File: config.mk
export PLATFORM = sky130hd
export DESIGN_NAME = slider_to_volume_step_keys_top
export DESIGN_NICKNAME = d
export VERILOG_FILES = /design/src/rtl/slvk_pkg.sv /design/src/rtl/slider_to_volume_step_keys_top.sv /design/src/rtl/slvk_div.sv /design/src/rtl/slvk_fifo.sv /design/src/rtl/slvk_front.sv /design/src/rtl/slvk_back.sv
export VERILOG_INCLUDE_DIRS = /design/src /design/src/rtl
export SDC_FILE = /design/constraint.sdc
export NUM_CORES = 1
export LEC_CHECK = 0
export BUFFER_PORTS_ARGS = -buffer_cell sky130_fd_sc_hd__buf_2
export CORE_MARGIN = 5
export CORE_UTILIZATION = 62
export CTS_CLUSTER_DIAMETER = 80
export DETAILED_ROUTE_END_ITERATION = 7
export PLACE_DENSITY = 0.81
export SETUP_SLACK_MARGIN = 0.5
export SKIP_LAST_GASP = 1
export SLEW_MARGIN = 40
export SYNTH_ARGS = -nofsm -noshare
export SYNTH_HDL_FRONTEND = slang
export SYNTH_HIERARCHICAL = 1
export SYNTH_SLANG_ARGS = --single-unit
export TNS_END_PERCENT = 50
File: constraint.sdc
create_clock -name clk -period 6.91 [get_ports clk]
set_input_delay 1.382 -clock clk [delete_from_list [all_inputs] [get_ports clk]]
set_output_delay 1.382 -clock clk [all_outputs]
set_load 0.05 [all_outputs]
File: src/rtl/assert_macros.svh
// Assertion helpers shared by the RTL.
`ifndef ASSERT_MACROS_SVH
`define ASSERT_MACROS_SVH

`ifndef NO_ASSERTIONS

// Same-cycle implication.
`define ASSERT_IMP(label, clk, rst_n, ante, cons) \
    label: assert property (@(posedge clk) disable iff (!rst_n) (ante) |-> (cons)) \
        else $error("%m: check failed");

// Next-cycle implication.
`define ASSERT_NXT(label, clk, rst_n, ante, cons) \
    label: assert property (@(posedge clk) disable iff (!rst_n) (ante) |=> (cons)) \
        else $error("%m: check failed");

`else

`define ASSERT_IMP(label, clk, rst_n, ante, cons)
`define ASSERT_NXT(label, clk, rst_n, ante, cons)

`endif

`endif

File: src/rtl/slvk_pkg.sv
package slvk_pkg;

    localparam int WINDOW_DEF  = 8;
    localparam int SAMPLE_W    = 16;
    localparam int ENTRY_W     = 15;
    localparam int LVL_W       = 6;
    localparam int STEP_W      = 4;
    localparam int MEAN_W      = 12;
    localparam int PROD_W      = MEAN_W + LVL_W;
    localparam int RAW_MAX     = 4095;
    localparam int ROUND_HALF  = RAW_MAX / 2;
    localparam int MAX_RESULTS = 8;
    localparam int QUEUE_DEPTH = 2;

    typedef struct packed {
        logic [LVL_W-1:0]  level_count;
        logic [LVL_W-1:0]  deadband;
        logic [STEP_W-1:0] max_steps;
    } cfg_t;

    typedef struct packed {
        logic              up;
        logic [STEP_W-1:0] steps;
    } burst_t;

    typedef enum logic [2:0] {
        F_IDLE,
        F_SUM,
        F_DIV,
        F_MUL,
        F_LVL,
        F_DEC
    } front_state_t;

endpackage

File: src/rtl/slider_to_volume_step_keys_top.sv
// Channel   Dir  Words                  Fields (low bit up)
// s_axis    in   one ADC sample         tdata: sample[15:0]; tuser: read_ok, asleep
// m_axis    out  one volume key         tdata: volume_up; tlast: last_in_run
// apb       in   register access        0x0 level_count, 0x4 deadband, 0x8 max_steps
//
// A sample that is asleep or read-failed is only accepted; before the window first
// fills a sample is accepted and summed; otherwise its steps are accept, running sum,
// mean by reciprocal multiply, level scaling, rounding and key decision.
// Key words leave a two-entry burst queue at one per cycle while m_tready is high.
// Reset is asynchronous; the window store is not cleared, no clearing pass.
// With the output stalled the queue fills, the front holds its decision and stops
// taking samples until a queue entry frees.
module slider_to_volume_step_keys_top
    import slvk_pkg::*;
#(
    parameter int WINDOW = WINDOW_DEF
)
(
    input  logic        clk,
    input  logic        rst_n,
    input  logic        s_tvalid,
    output logic        s_tready,
    input  logic [15:0] s_tdata,   // sample[15:0]
    input  logic [1:0]  s_tuser,   // read_ok, asleep
    output logic        m_tvalid,
    input  logic        m_tready,
    output logic [7:0]  m_tdata,   // volume_up, zero fill
    output logic        m_tlast,
    input  logic        psel,
    input  logic        penable,
    input  logic        pwrite,
    input  logic [3:0]  paddr,
    input  logic [31:0] pwdata,
    output logic [31:0] prdata,
    output logic        pready
);

    localparam logic [1:0] REG_LEVEL_COUNT = 2'd0;
    localparam logic [1:0] REG_DEADBAND    = 2'd1;
    localparam logic [1:0] REG_MAX_STEPS   = 2'd2;

    localparam logic [LVL_W-1:0]  LEVEL_COUNT_RST = LVL_W'(50);
    localparam logic [LVL_W-1:0]  DEADBAND_RST    = LVL_W'(1);
    localparam logic [STEP_W-1:0] MAX_STEPS_RST   = STEP_W'(3);

    cfg_t   cfg_reg, cfg_next;
    logic   wr_en;
    logic   q_full, q_push, q_empty, q_pop;
    burst_t q_data, q_head;
    logic   volume_up;

    assign pready = 1'b1;
    assign wr_en  = psel && penable && pwrite && pready;

    always_comb
    begin
        cfg_next = cfg_reg;
        if (wr_en)
        begin
            case (paddr[3:2])
                REG_LEVEL_COUNT: cfg_next.level_count = pwdata[LVL_W-1:0];
                REG_DEADBAND:    cfg_next.deadband    = pwdata[LVL_W-1:0];
                REG_MAX_STEPS:   cfg_next.max_steps   = pwdata[STEP_W-1:0];
                default:         cfg_next = cfg_reg;
            endcase
        end
        case (paddr[3:2])
            REG_LEVEL_COUNT: prdata = 32'(cfg_reg.level_count);
            REG_DEADBAND:    prdata = 32'(cfg_reg.deadband);
            REG_MAX_STEPS:   prdata = 32'(cfg_reg.max_steps);
            default:         prdata = '0;
        endcase
    end

    always_ff @(posedge clk or negedge rst_n)
    begin
        if (!rst_n)
        begin
            cfg_reg.level_count <= LEVEL_COUNT_RST;
            cfg_reg.deadband    <= DEADBAND_RST;
            cfg_reg.max_steps   <= MAX_STEPS_RST;
        end
        else
            cfg_reg <= cfg_next;
    end

    slvk_front #(
        .WINDOW(WINDOW)
    ) u_front (
        .clk     (clk),
        .rst_n   (rst_n),
        .s_tvalid(s_tvalid),
        .s_tready(s_tready),
        .sample  (s_tdata),
        .read_ok (s_tuser[0]),
        .asleep  (s_tuser[1]),
        .cfg     (cfg_reg),
        .q_full  (q_full),
        .q_push  (q_push),
        .q_data  (q_data)
    );

    slvk_fifo u_fifo (
        .clk      (clk),
        .rst_n    (rst_n),
        .push     (q_push),
        .push_data(q_data),
        .full     (q_full),
        .pop      (q_pop),
        .empty    (q_empty),
        .head     (q_head)
    );

    slvk_back u_back (
        .clk      (clk),
        .rst_n    (rst_n),
        .q_empty  (q_empty),
        .q_head   (q_head),
        .q_pop    (q_pop),
        .m_tvalid (m_tvalid),
        .m_tready (m_tready),
        .volume_up(volume_up),
        .last     (m_tlast)
    );

    assign m_tdata = {7'b0, volume_up};

endmodule

File: src/rtl/slvk_div.sv
module slvk_div
    import slvk_pkg::*;
#(
    parameter int N_W     = 18,
    parameter int DIVISOR = 8
)
(
    input  logic           clk,
    input  logic           start,
    input  logic [N_W-1:0] dividend,
    output logic [N_W-1:0] quotient
);

    // floor(n / d) = (n * ceil(2^(N_W + clog2 d) / d)) >> (N_W + clog2 d) for n < 2^N_W
    localparam int     LOG_D = $clog2(DIVISOR);
    localparam int     SHIFT = N_W + LOG_D;
    localparam int     M_W   = N_W + 1;
    localparam int     P_W   = N_W + M_W;
    localparam longint RECIP = ((longint'(1) << SHIFT) + longint'(DIVISOR) - longint'(1))
                               / longint'(DIVISOR);

    logic [M_W-1:0] recip;
    logic [P_W-1:0] prod;
    logic [N_W-1:0] quo_reg, quo_next;

    always_comb
    begin
        recip    = M_W'(RECIP);
        prod     = P_W'(dividend) * P_W'(recip);
        quo_next = start ? N_W'(prod[P_W-1:SHIFT]) : quo_reg;
    end

    always_ff @(posedge clk)
    begin
        quo_reg <= quo_next;
    end

    assign quotient = quo_reg;

endmodule

File: src/rtl/slvk_fifo.sv
module slvk_fifo
    import slvk_pkg::*;
(
    input  logic   clk,
    input  logic   rst_n,
    input  logic   push,
    input  burst_t push_data,
    output logic   full,
    input  logic   pop,
    output logic   empty,
    output burst_t head
);

    localparam int PTR_W = (QUEUE_DEPTH > 1) ? $clog2(QUEUE_DEPTH) : 1;
    localparam int CNT_W = $clog2(QUEUE_DEPTH + 1);

    burst_t           entries [QUEUE_DEPTH];
    logic [PTR_W-1:0] wr_ptr_reg, wr_ptr_next;
    logic [PTR_W-1:0] rd_ptr_reg, rd_ptr_next;
    logic [CNT_W-1:0] cnt_reg, cnt_next;
    logic             do_push, do_pop;

    function automatic logic [PTR_W-1:0] wrap_inc(input logic [PTR_W-1:0] p);
        logic [PTR_W-1:0] r;
        if (p == PTR_W'(QUEUE_DEPTH - 1))
            r = '0;
        else
            r = p + PTR_W'(1);
        return r;
    endfunction

    always_comb
    begin
        full        = cnt_reg == CNT_W'(QUEUE_DEPTH);
        empty       = cnt_reg == '0;
        do_push     = push && !full;
        do_pop      = pop && !empty;
        wr_ptr_next = do_push ? wrap_inc(wr_ptr_reg) : wr_ptr_reg;
        rd_ptr_next = do_pop ? wrap_inc(rd_ptr_reg) : rd_ptr_reg;
        cnt_next    = cnt_reg;
        if (do_push && !do_pop)
            cnt_next = cnt_reg + CNT_W'(1);
        else if (do_pop && !do_push)
            cnt_next = cnt_reg - CNT_W'(1);
        head = entries[rd_ptr_reg];
    end

    always_ff @(posedge clk or negedge rst_n)
    begin
        if (!rst_n)
        begin
            wr_ptr_reg <= '0;
            rd_ptr_reg <= '0;
            cnt_reg    <= '0;
        end
        else
        begin
            wr_ptr_reg <= wr_ptr_next;
            rd_ptr_reg <= rd_ptr_next;
            cnt_reg    <= cnt_next;
        end
    end

    always_ff @(posedge clk)
    begin
        if (do_push)
            entries[wr_ptr_reg] <= push_data;
    end

endmodule

File: src/rtl/slvk_front.sv
`include "assert_macros.svh"

module slvk_front
    import slvk_pkg::*;
#(
    parameter int WINDOW = WINDOW_DEF
)
(
    input  logic                clk,
    input  logic                rst_n,
    input  logic                s_tvalid,
    output logic                s_tready,
    input  logic [SAMPLE_W-1:0] sample,
    input  logic                read_ok,
    input  logic                asleep,
    input  cfg_t                cfg,
    input  logic                q_full,
    output logic                q_push,
    output burst_t              q_data
);

    localparam int SLOT_W  = (WINDOW > 1) ? $clog2(WINDOW) : 1;
    localparam int TOTAL_W = ENTRY_W + $clog2(WINDOW);

    front_state_t       state_reg, state_next;
    logic [SLOT_W-1:0]  slot_reg, slot_next;
    logic               full_reg, full_next;
    logic [TOTAL_W-1:0] total_reg, total_next;
    logic [LVL_W-1:0]   stable_reg, stable_next;
    logic               known_reg, known_next;
    logic [ENTRY_W-1:0] clamp_reg, clamp_next;
    logic               sub_reg, sub_next;
    logic [PROD_W-1:0]  prod_reg, prod_next;
    logic [LVL_W-1:0]   target_reg, target_next;

    logic [ENTRY_W-1:0] window_mem [WINDOW];
    logic [ENTRY_W-1:0] old_reg;
    logic               mem_we;

    logic               div_start;
    logic [TOTAL_W-1:0] div_quo;

    logic               accept, take;
    logic [MEAN_W-1:0]  mean_clamp;
    logic [PROD_W-1:0]  rounded;
    logic [MEAN_W:0]    rem_est;
    logic [LVL_W:0]     target_wide;
    logic               dec_up;
    logic [LVL_W-1:0]   dec_mag;
    logic [STEP_W-1:0]  dec_cap, dec_steps;

    always_comb
    begin
        state_next  = state_reg;
        slot_next   = slot_reg;
        full_next   = full_reg;
        total_next  = total_reg;
        stable_next = stable_reg;
        known_next  = known_reg;
        clamp_next  = clamp_reg;
        sub_next    = sub_reg;
        prod_next   = prod_reg;
        target_next = target_reg;
        div_start   = 1'b0;
        q_push      = 1'b0;

        s_tready    = state_reg == F_IDLE;
        accept      = s_tvalid && s_tready;
        take        = accept && read_ok && !asleep;
        mem_we      = take;

        mean_clamp  = (div_quo > TOTAL_W'(RAW_MAX)) ? MEAN_W'(RAW_MAX) : div_quo[MEAN_W-1:0];
        rounded     = prod_reg + PROD_W'(ROUND_HALF);
        rem_est     = {1'b0, rounded[MEAN_W-1:0]} + (MEAN_W + 1)'(rounded[PROD_W-1:MEAN_W]);
        target_wide = {1'b0, rounded[PROD_W-1:MEAN_W]}
                      + ((rem_est >= (MEAN_W + 1)'(RAW_MAX)) ? (LVL_W + 1)'(1) : '0);

        dec_up      = target_reg > stable_reg;
        dec_mag     = dec_up ? (target_reg - stable_reg) : (stable_reg - target_reg);
        dec_cap     = (cfg.max_steps > STEP_W'(MAX_RESULTS)) ? STEP_W'(MAX_RESULTS)
                                                             : cfg.max_steps;
        dec_steps   = (dec_mag < LVL_W'(dec_cap)) ? dec_mag[STEP_W-1:0] : dec_cap;
        q_data.up    = dec_up;
        q_data.steps = dec_steps;

        case (state_reg)
            F_IDLE:
            begin
                if (take)
                begin
                    clamp_next = sample[SAMPLE_W-1] ? '0 : sample[ENTRY_W-1:0];
                    sub_next   = full_reg;
                    if (slot_reg == SLOT_W'(WINDOW - 1))
                    begin
                        slot_next = '0;
                        full_next = 1'b1;
                    end
                    else
                        slot_next = slot_reg + SLOT_W'(1);
                    state_next = F_SUM;
                end
            end
            F_SUM:
            begin
                total_next = total_reg - (sub_reg ? TOTAL_W'(old_reg) : '0)
                             + TOTAL_W'(clamp_reg);
                if (!known_reg && !full_reg)
                    state_next = F_IDLE;
                else
                    state_next = F_DIV;
            end
            F_DIV:
            begin
                div_start  = 1'b1;
                state_next = F_MUL;
            end
            F_MUL:
            begin
                prod_next  = PROD_W'(mean_clamp) * PROD_W'(cfg.level_count);
                state_next = F_LVL;
            end
            F_LVL:
            begin
                target_next = target_wide[LVL_W-1:0];
                state_next  = F_DEC;
            end
            F_DEC:
            begin
                if (!known_reg)
                begin
                    stable_next = target_reg;
                    known_next  = 1'b1;
                    state_next  = F_IDLE;
                end
                else if (dec_mag <= cfg.deadband || dec_steps == '0)
                    state_next = F_IDLE;
                else if (!q_full)
                begin
                    q_push      = 1'b1;
                    stable_next = dec_up ? stable_reg + LVL_W'(dec_steps)
                                         : stable_reg - LVL_W'(dec_steps);
                    state_next  = F_IDLE;
                end
            end
            default:
                state_next = F_IDLE;
        endcase
    end

    always_ff @(posedge clk or negedge rst_n)
    begin
        if (!rst_n)
        begin
            state_reg  <= F_IDLE;
            slot_reg   <= '0;
            full_reg   <= 1'b0;
            total_reg  <= '0;
            stable_reg <= '0;
            known_reg  <= 1'b0;
        end
        else
        begin
            state_reg  <= state_next;
            slot_reg   <= slot_next;
            full_reg   <= full_next;
            total_reg  <= total_next;
            stable_reg <= stable_next;
            known_reg  <= known_next;
        end
    end

    always_ff @(posedge clk)
    begin
        clamp_reg  <= clamp_next;
        sub_reg    <= sub_next;
        prod_reg   <= prod_next;
        target_reg <= target_next;
    end

    // read-before-write: old_reg holds the entry being replaced
    always_ff @(posedge clk)
    begin
        old_reg <= window_mem[slot_reg];
        if (mem_we)
            window_mem[slot_reg] <= sample[SAMPLE_W-1] ? '0 : sample[ENTRY_W-1:0];
    end

    // mean is only formed once the window is full, so the divisor is always WINDOW
    slvk_div #(
        .N_W    (TOTAL_W),
        .DIVISOR(WINDOW)
    ) u_div (
        .clk     (clk),
        .start   (div_start),
        .dividend(total_reg),
        .quotient(div_quo)
    );

    `ASSERT_NXT(a_take_to_sum, clk, rst_n, take, state_reg == F_SUM)
    `ASSERT_IMP(a_push_steps, clk, rst_n, q_push, q_data.steps != '0 && q_data.steps <= 4'd8)
    `ASSERT_NXT(a_known_sticks, clk, rst_n, known_reg, known_reg)

endmodule

File: src/rtl/slvk_back.sv
`include "assert_macros.svh"

module slvk_back
    import slvk_pkg::*;
(
    input  logic   clk,
    input  logic   rst_n,
    input  logic   q_empty,
    input  burst_t q_head,
    output logic   q_pop,
    output logic   m_tvalid,
    input  logic   m_tready,
    output logic   volume_up,
    output logic   last
);

    logic              valid_reg, valid_next;
    logic              up_out_reg, up_out_next;
    logic              last_reg, last_next;
    logic [STEP_W-1:0] rem_reg, rem_next;
    logic              up_reg, up_next;
    logic              advance;

    always_comb
    begin
        valid_next  = valid_reg;
        up_out_next = up_out_reg;
        last_next   = last_reg;
        rem_next    = rem_reg;
        up_next     = up_reg;
        q_pop       = 1'b0;
        advance     = !valid_reg || m_tready;
        if (advance)
        begin
            if (rem_reg != '0)
            begin
                valid_next  = 1'b1;
                up_out_next = up_reg;
                last_next   = rem_reg == STEP_W'(1);
                rem_next    = rem_reg - STEP_W'(1);
            end
            else if (!q_empty)
            begin
                q_pop       = 1'b1;
                valid_next  = 1'b1;
                up_out_next = q_head.up;
                up_next     = q_head.up;
                last_next   = q_head.steps == STEP_W'(1);
                rem_next    = q_head.steps - STEP_W'(1);
            end
            else
                valid_next = 1'b0;
        end
    end

    always_ff @(posedge clk or negedge rst_n)
    begin
        if (!rst_n)
        begin
            valid_reg <= 1'b0;
            rem_reg   <= '0;
        end
        else
        begin
            valid_reg <= valid_next;
            rem_reg   <= rem_next;
        end
    end

    always_ff @(posedge clk)
    begin
        up_out_reg <= up_out_next;
        last_reg   <= last_next;
        up_reg     <= up_next;
    end

    assign m_tvalid  = valid_reg;
    assign volume_up = up_out_reg;
    assign last      = last_reg;

    `ASSERT_IMP(a_burst_open, clk, rst_n, rem_reg != '0, valid_reg && !last_reg)

endmodule

Word level (Yosys, flattened, before mapping)
Memories as Yosys holds them, arrays and structs flattened. A register that Yosys moved wholly into a read port is not among the register bits.
Index checks and enable logic that the tools add are counted.
- bits in registers: 115
- memory bits (writable): 130
- bits of input ports: 61
- output and inout bits: 44
- memories: 2
- add/subtract/negate cells: 16
- multipliers: 1
- magnitude comparators: 6
- eq/ne operators: 16
- multiplexer cells: 42
- bitwise gates (word level): 2
- reductions and logical operators: 35
- memory list (name ; words ; width ; rd ports ; clocked after Yosys merged registers in ; write ports ; RTL line ; text):
    u_front.window_mem ; 8 ; 15 ; 1 ; 1 ; 1 ; slvk_front.sv:36 ; logic [ENTRY_W-1:0] window_mem [WINDOW];
    u_fifo.entries ; 2 ; 5 ; 1 ; 0 ; 1 ; slvk_fifo.sv:17 ; burst_t entries [QUEUE_DEPTH];
- operators by type and width (kind ; count):
    $mux W15 ; 2
    $mux W6 ; 5
    $mux W1 ; 20
    $add A18 B11 Y18 const B ; 1
    $add A18 B15 Y18 ; 1
    $mul A12 B6 Y18 ; 1
    $pmux W3 S6 ; 1
    $pmux W6 S3 ; 1
    $sub A18 B18 Y18 ; 1
    $mux W4 ; 4
    $gt A15 B12 Y1 const B ; 1
    $mux W3 ; 5
    $add A12 B6 Y13 ; 1
    $ge A13 B12 Y1 const B ; 1
    $mux W12 ; 1
    $reduce_and A2 Y1 ; 6
    $sub A6 B6 Y6 ; 2
    $logic_and A1 B1 Y1 ; 10
    $eq A3 B3 Y1 const B ; 3
    $reduce_and A3 Y1 ; 3
    $eq A4 B1 Y1 const B ; 2
    $logic_not A1 Y1 ; 8
    $sub A4 B1 Y4 const B ; 2
    $add A6 B4 Y6 ; 1
    25 further kinds ; 35

Longest topological paths before layout
- depth in word-level cells: 14
- mapped depth: 29
- gate-level depth less buffers: 29

Modules after synthesis
The synthesis kept the hierarchy.
- modules (own cells, without submodules) (module ; instances ; cells each ; area an instance (µm²) ; seq. area each (µm²)):
    slvk_front ; 1 ; 1163 ; 13185.1 ; 5905.7
    slider_to_volume_step_keys_top ; 1 ; 93 ; 1051.0 ; 407.9
    slvk_fifo ; 1 ; 35 ; 560.5 ; 400.4
    slvk_back ; 1 ; 47 ; 510.5 ; 215.2
    slvk_div ; 1 ; 19 ; 476.7 ; 450.4

Worst setup path before layout
OpenSTA, ideal clock, no wires.
- kind: reg-to-reg
- start: register u_front.target_reg[0]
- end: register u_front.stable_reg[5]
- arrival time: 5.351 ns
- required time: 6.774 ns
- setup slack: 1.423 ns
- stages on the path, launching flop included: 28
- buffers on the path: 0
- period minus slack after synthesis: 5.487 ns
- cell sequence: edfxtp_1 inv_1 ha_1 inv_1 fa_1 a211oi_1 o21ai_1 nand2_1 mux2i_1 xnor2_1 ha_1 nand2_1 nor2_1 a211oi_1 nand4_2 mux2i_1 inv_1 ha_1 mux2i_1 ha_1 a21oi_1 o21ai_0 a21o_1 a21oi_1 nor4b_1 o31a_1 nor3_1 o211ai_1
- RTL lines (what ; RTL line ; text):
    start, declared ; slvk_front.sv:34 ; logic [LVL_W-1:0] target_reg, target_next;
    start signal, assigned ; slvk_front.sv:177 ; target_reg <= target_next;
    end signal, assigned ; slvk_front.sv:167 ; stable_reg <= stable_next;
    end, declared ; slvk_front.sv:29 ; logic [LVL_W-1:0] stable_reg, stable_next;

==> flow_summary.toml <==
[run_status]
outcome = "finished clean"

[place]
dpl.hpwl_um = 21710
placed_area_um2 = 16260
gp_congestion = 0.8662
io_buffers = 42

[clock_network]
clockBufferDepth = 3
cts-root-buf = "clkbuf_16"
tritoncts.num_buffers = 28
cts_tree = "yes"
clk_pin_slew_ns = 0.06
cts_hold_buf = 0
clock_latency_ns = 0.57
clock_sinks = 260
cts_max_level = 1

[setup_path]
timing.critical_path.required_ns = 7.30
cpMostUsedCell = "ha_1"
path_max_fanout = 9
cp.arrival_ns = 6.31
cp-end-kind = "flip-flop"
slowest_delay_ns = 0.44
path_buf_inv = 3
worst_path_dominant_cell_family = "compound AO/OA/AOI/OAI gates"
path_class = "flip-flop to flip-flop"
crit_start = "u_front/target_reg[0]"
start_kind = "flip-flop"
reg2reg_from = "u_front/target_reg[0]"
critPathSlowestCell = "edfxtp_1"

[final_layout]
syn2layout_area_growth_pct = 9.037
largest_reg_flops = 120
final_common_cell = "edfxtp_1"
drive_above_1_share = 0.1398
final_area_um2 = 17210
fillers = 1785
layout_common_cells = "edfxtp_1, inv_1, nor2b_1, ha_1, nand2_1"
antennaDiodeCount = 0
regArea_um2 = 7381
nets = 1607
multi_input_area_um2 = 7505

[job]
cap_violations = 0

[routing]
drt_first_pass_iters = 5
finalWirelength_um = 30200
ant_nets = 0
route.vias.total = 9941
dr.first_iter.drc_count = 599
via_per_inst = 5.671
wl_per_cell_um = 17.23
drc = 0

[synth]
synth-seq-cells = 260
netlist_instances = 1357
synth_cell_type_count = 86
ys.flop_type = "edfxtp_1"
ys.warnings.count = 6
synthArstFlopShare = 0.2192
synth_edf_count = 188
avgSynthCellArea_um2 = 11.63
ys_seq_area_frac = 0.4675
synth_area_um2 = 15780

[die]
core_um2 = 25110
initial_core_util = 0.6286
die_area_um2 = 28750
die_x_um = 169.6
pin_count = 105
num_rows = 58
die_y_um = 169.6

[timing]
totalNegativeSetupSlack_ns = 0
rsz0062_at_grt = "false"
worst_pin_slew_ns = 0.7739
hold_viol_final = 0
fmax_ghz = 0.1690
slew_headroom = 0.4809
post-route-period-util = 0.8563
post-route-min-period_ns = 5.917
finalClockSkew_ns = 0.05165
finalMaxSlewViolations = 0
finalSetupViolCount = 0

[hold_path]
holdCritPathClass = "flip-flop to flip-flop"
hold_start = "u_front/total_reg[12]"

[grt]
overflow = 0
grt_max_degree = 58
grt_usage = 0.2126
grt_pass1_wl_um = 49780
grt_pass1_vias = 10095
antenna_found_initial = 0

[power]
vdd_drop_max_mv = 0.3611
power.leakage_nw = 7.293
power-per-cell-area_nw_per_um2 = 527.5
-- kinds of logic after synthesis --
kind of cell	count (synthesis)	synth area share
AO/OA/AOI/OAI	194	0.08331
multiplexers	85	0.07420
XOR/XNOR	58	0.03314
AND/OR/NAND/NOR	357	0.1260
other	3	0.0007134
adder cells (fa/ha/maj)	145	0.1435
buffers and inverters	255	0.07158
flip-flops	260	0.4675
-- power by group --
| part | leakage, nW | internal (W) | switching (W) | total (W) |
|---|---|---|---|---|
| clock network | 0.441 | 0.000826 | 0.000603 | 0.00143 |
| logic | 4.30 | 0.00233 | 0.00296 | 0.00528 |
| registers | 2.55 | 0.00213 | 0.000241 | 0.00237 |
-- timing repair --
item                       4_1_cts  5_1_grt
resized for setup                0        4
setup endpoints to repair        0        7
setup buffers                    0        3
-- synth_stat cells, drive strengths merged (38+ instances only) --
| cell type | number | share of area |
|---|---|---|
| buf | 54 | 0.024 |
| inv | 177 | 0.042 |
| nor2b | 89 | 0.035 |
| nor2 | 54 | 0.013 |
| dfrtp | 51 | 0.081 |
| fa | 60 | 0.076 |
| edfxtp | 188 | 0.36 |
| nand2 | 71 | 0.017 |
| ha | 85 | 0.067 |
| mux2 | 38 | 0.029 |
| o21ai | 46 | 0.015 |
| a21oi | 43 | 0.014 |
-- area by class of cell --
class	instances	area share
clock inverter	13	0.007561
multi-input combinational	876	0.4361
inverter	177	0.03860
timing repair buffer	58	0.02007
sequential	260	0.4289
tap	330	0.02399
clock buffer	39	0.04486
-- through the flow --
step | setup slack [ns] | util | hold WS [ns] | total power, W | instances
final | 0.9931 | 0.6854 | 0.4739 | 0.009078 | 1753
after global routing | 0.5005 | 0.6854 | 0.4957 | 0.009908 | 1753
after CTS | 0.5424 | 0.6834 | 0.4759 | 0.009065 | 1750
after detailed placement | 0.5406 | 0.6474 | 0.4381 | 0.007585 | 1698
after global placement | 0.7403 | 0.6450 | 0.4318 | 0.007361 | 1694
after floorplan | 1.423 | - | 0.4249 | 0.006570 | 1391
-- worst paths after layout --
check	to	slack [ns]	depth (start not counted)
min	u_front/u_div/quotient[9]	0.47	0
max	u_front/stable_reg[5]	0.99	27
max in group asynchronous	u_front/total_reg[3]	5.61	2
min reg2reg	u_front/u_div/quotient[9]	0.47	0
min in group asynchronous	u_front/full_reg	0.89	2
max reg2reg	u_front/stable_reg[5]	0.99	27
-- per-layer routing --
metal / global-route usage / up-vias / part of all wire
met5: 0 / - / 0
met3: 0.02609 / 56 / 0.040
met1: 0.2754 / 4886 / 0.42
met2: 0.3808 / 234 / 0.52
li1: - / 4765 / -
met4: 0.05845 / 0 / 0.024
No activity file was read; power rests on OpenSTA's default activity.
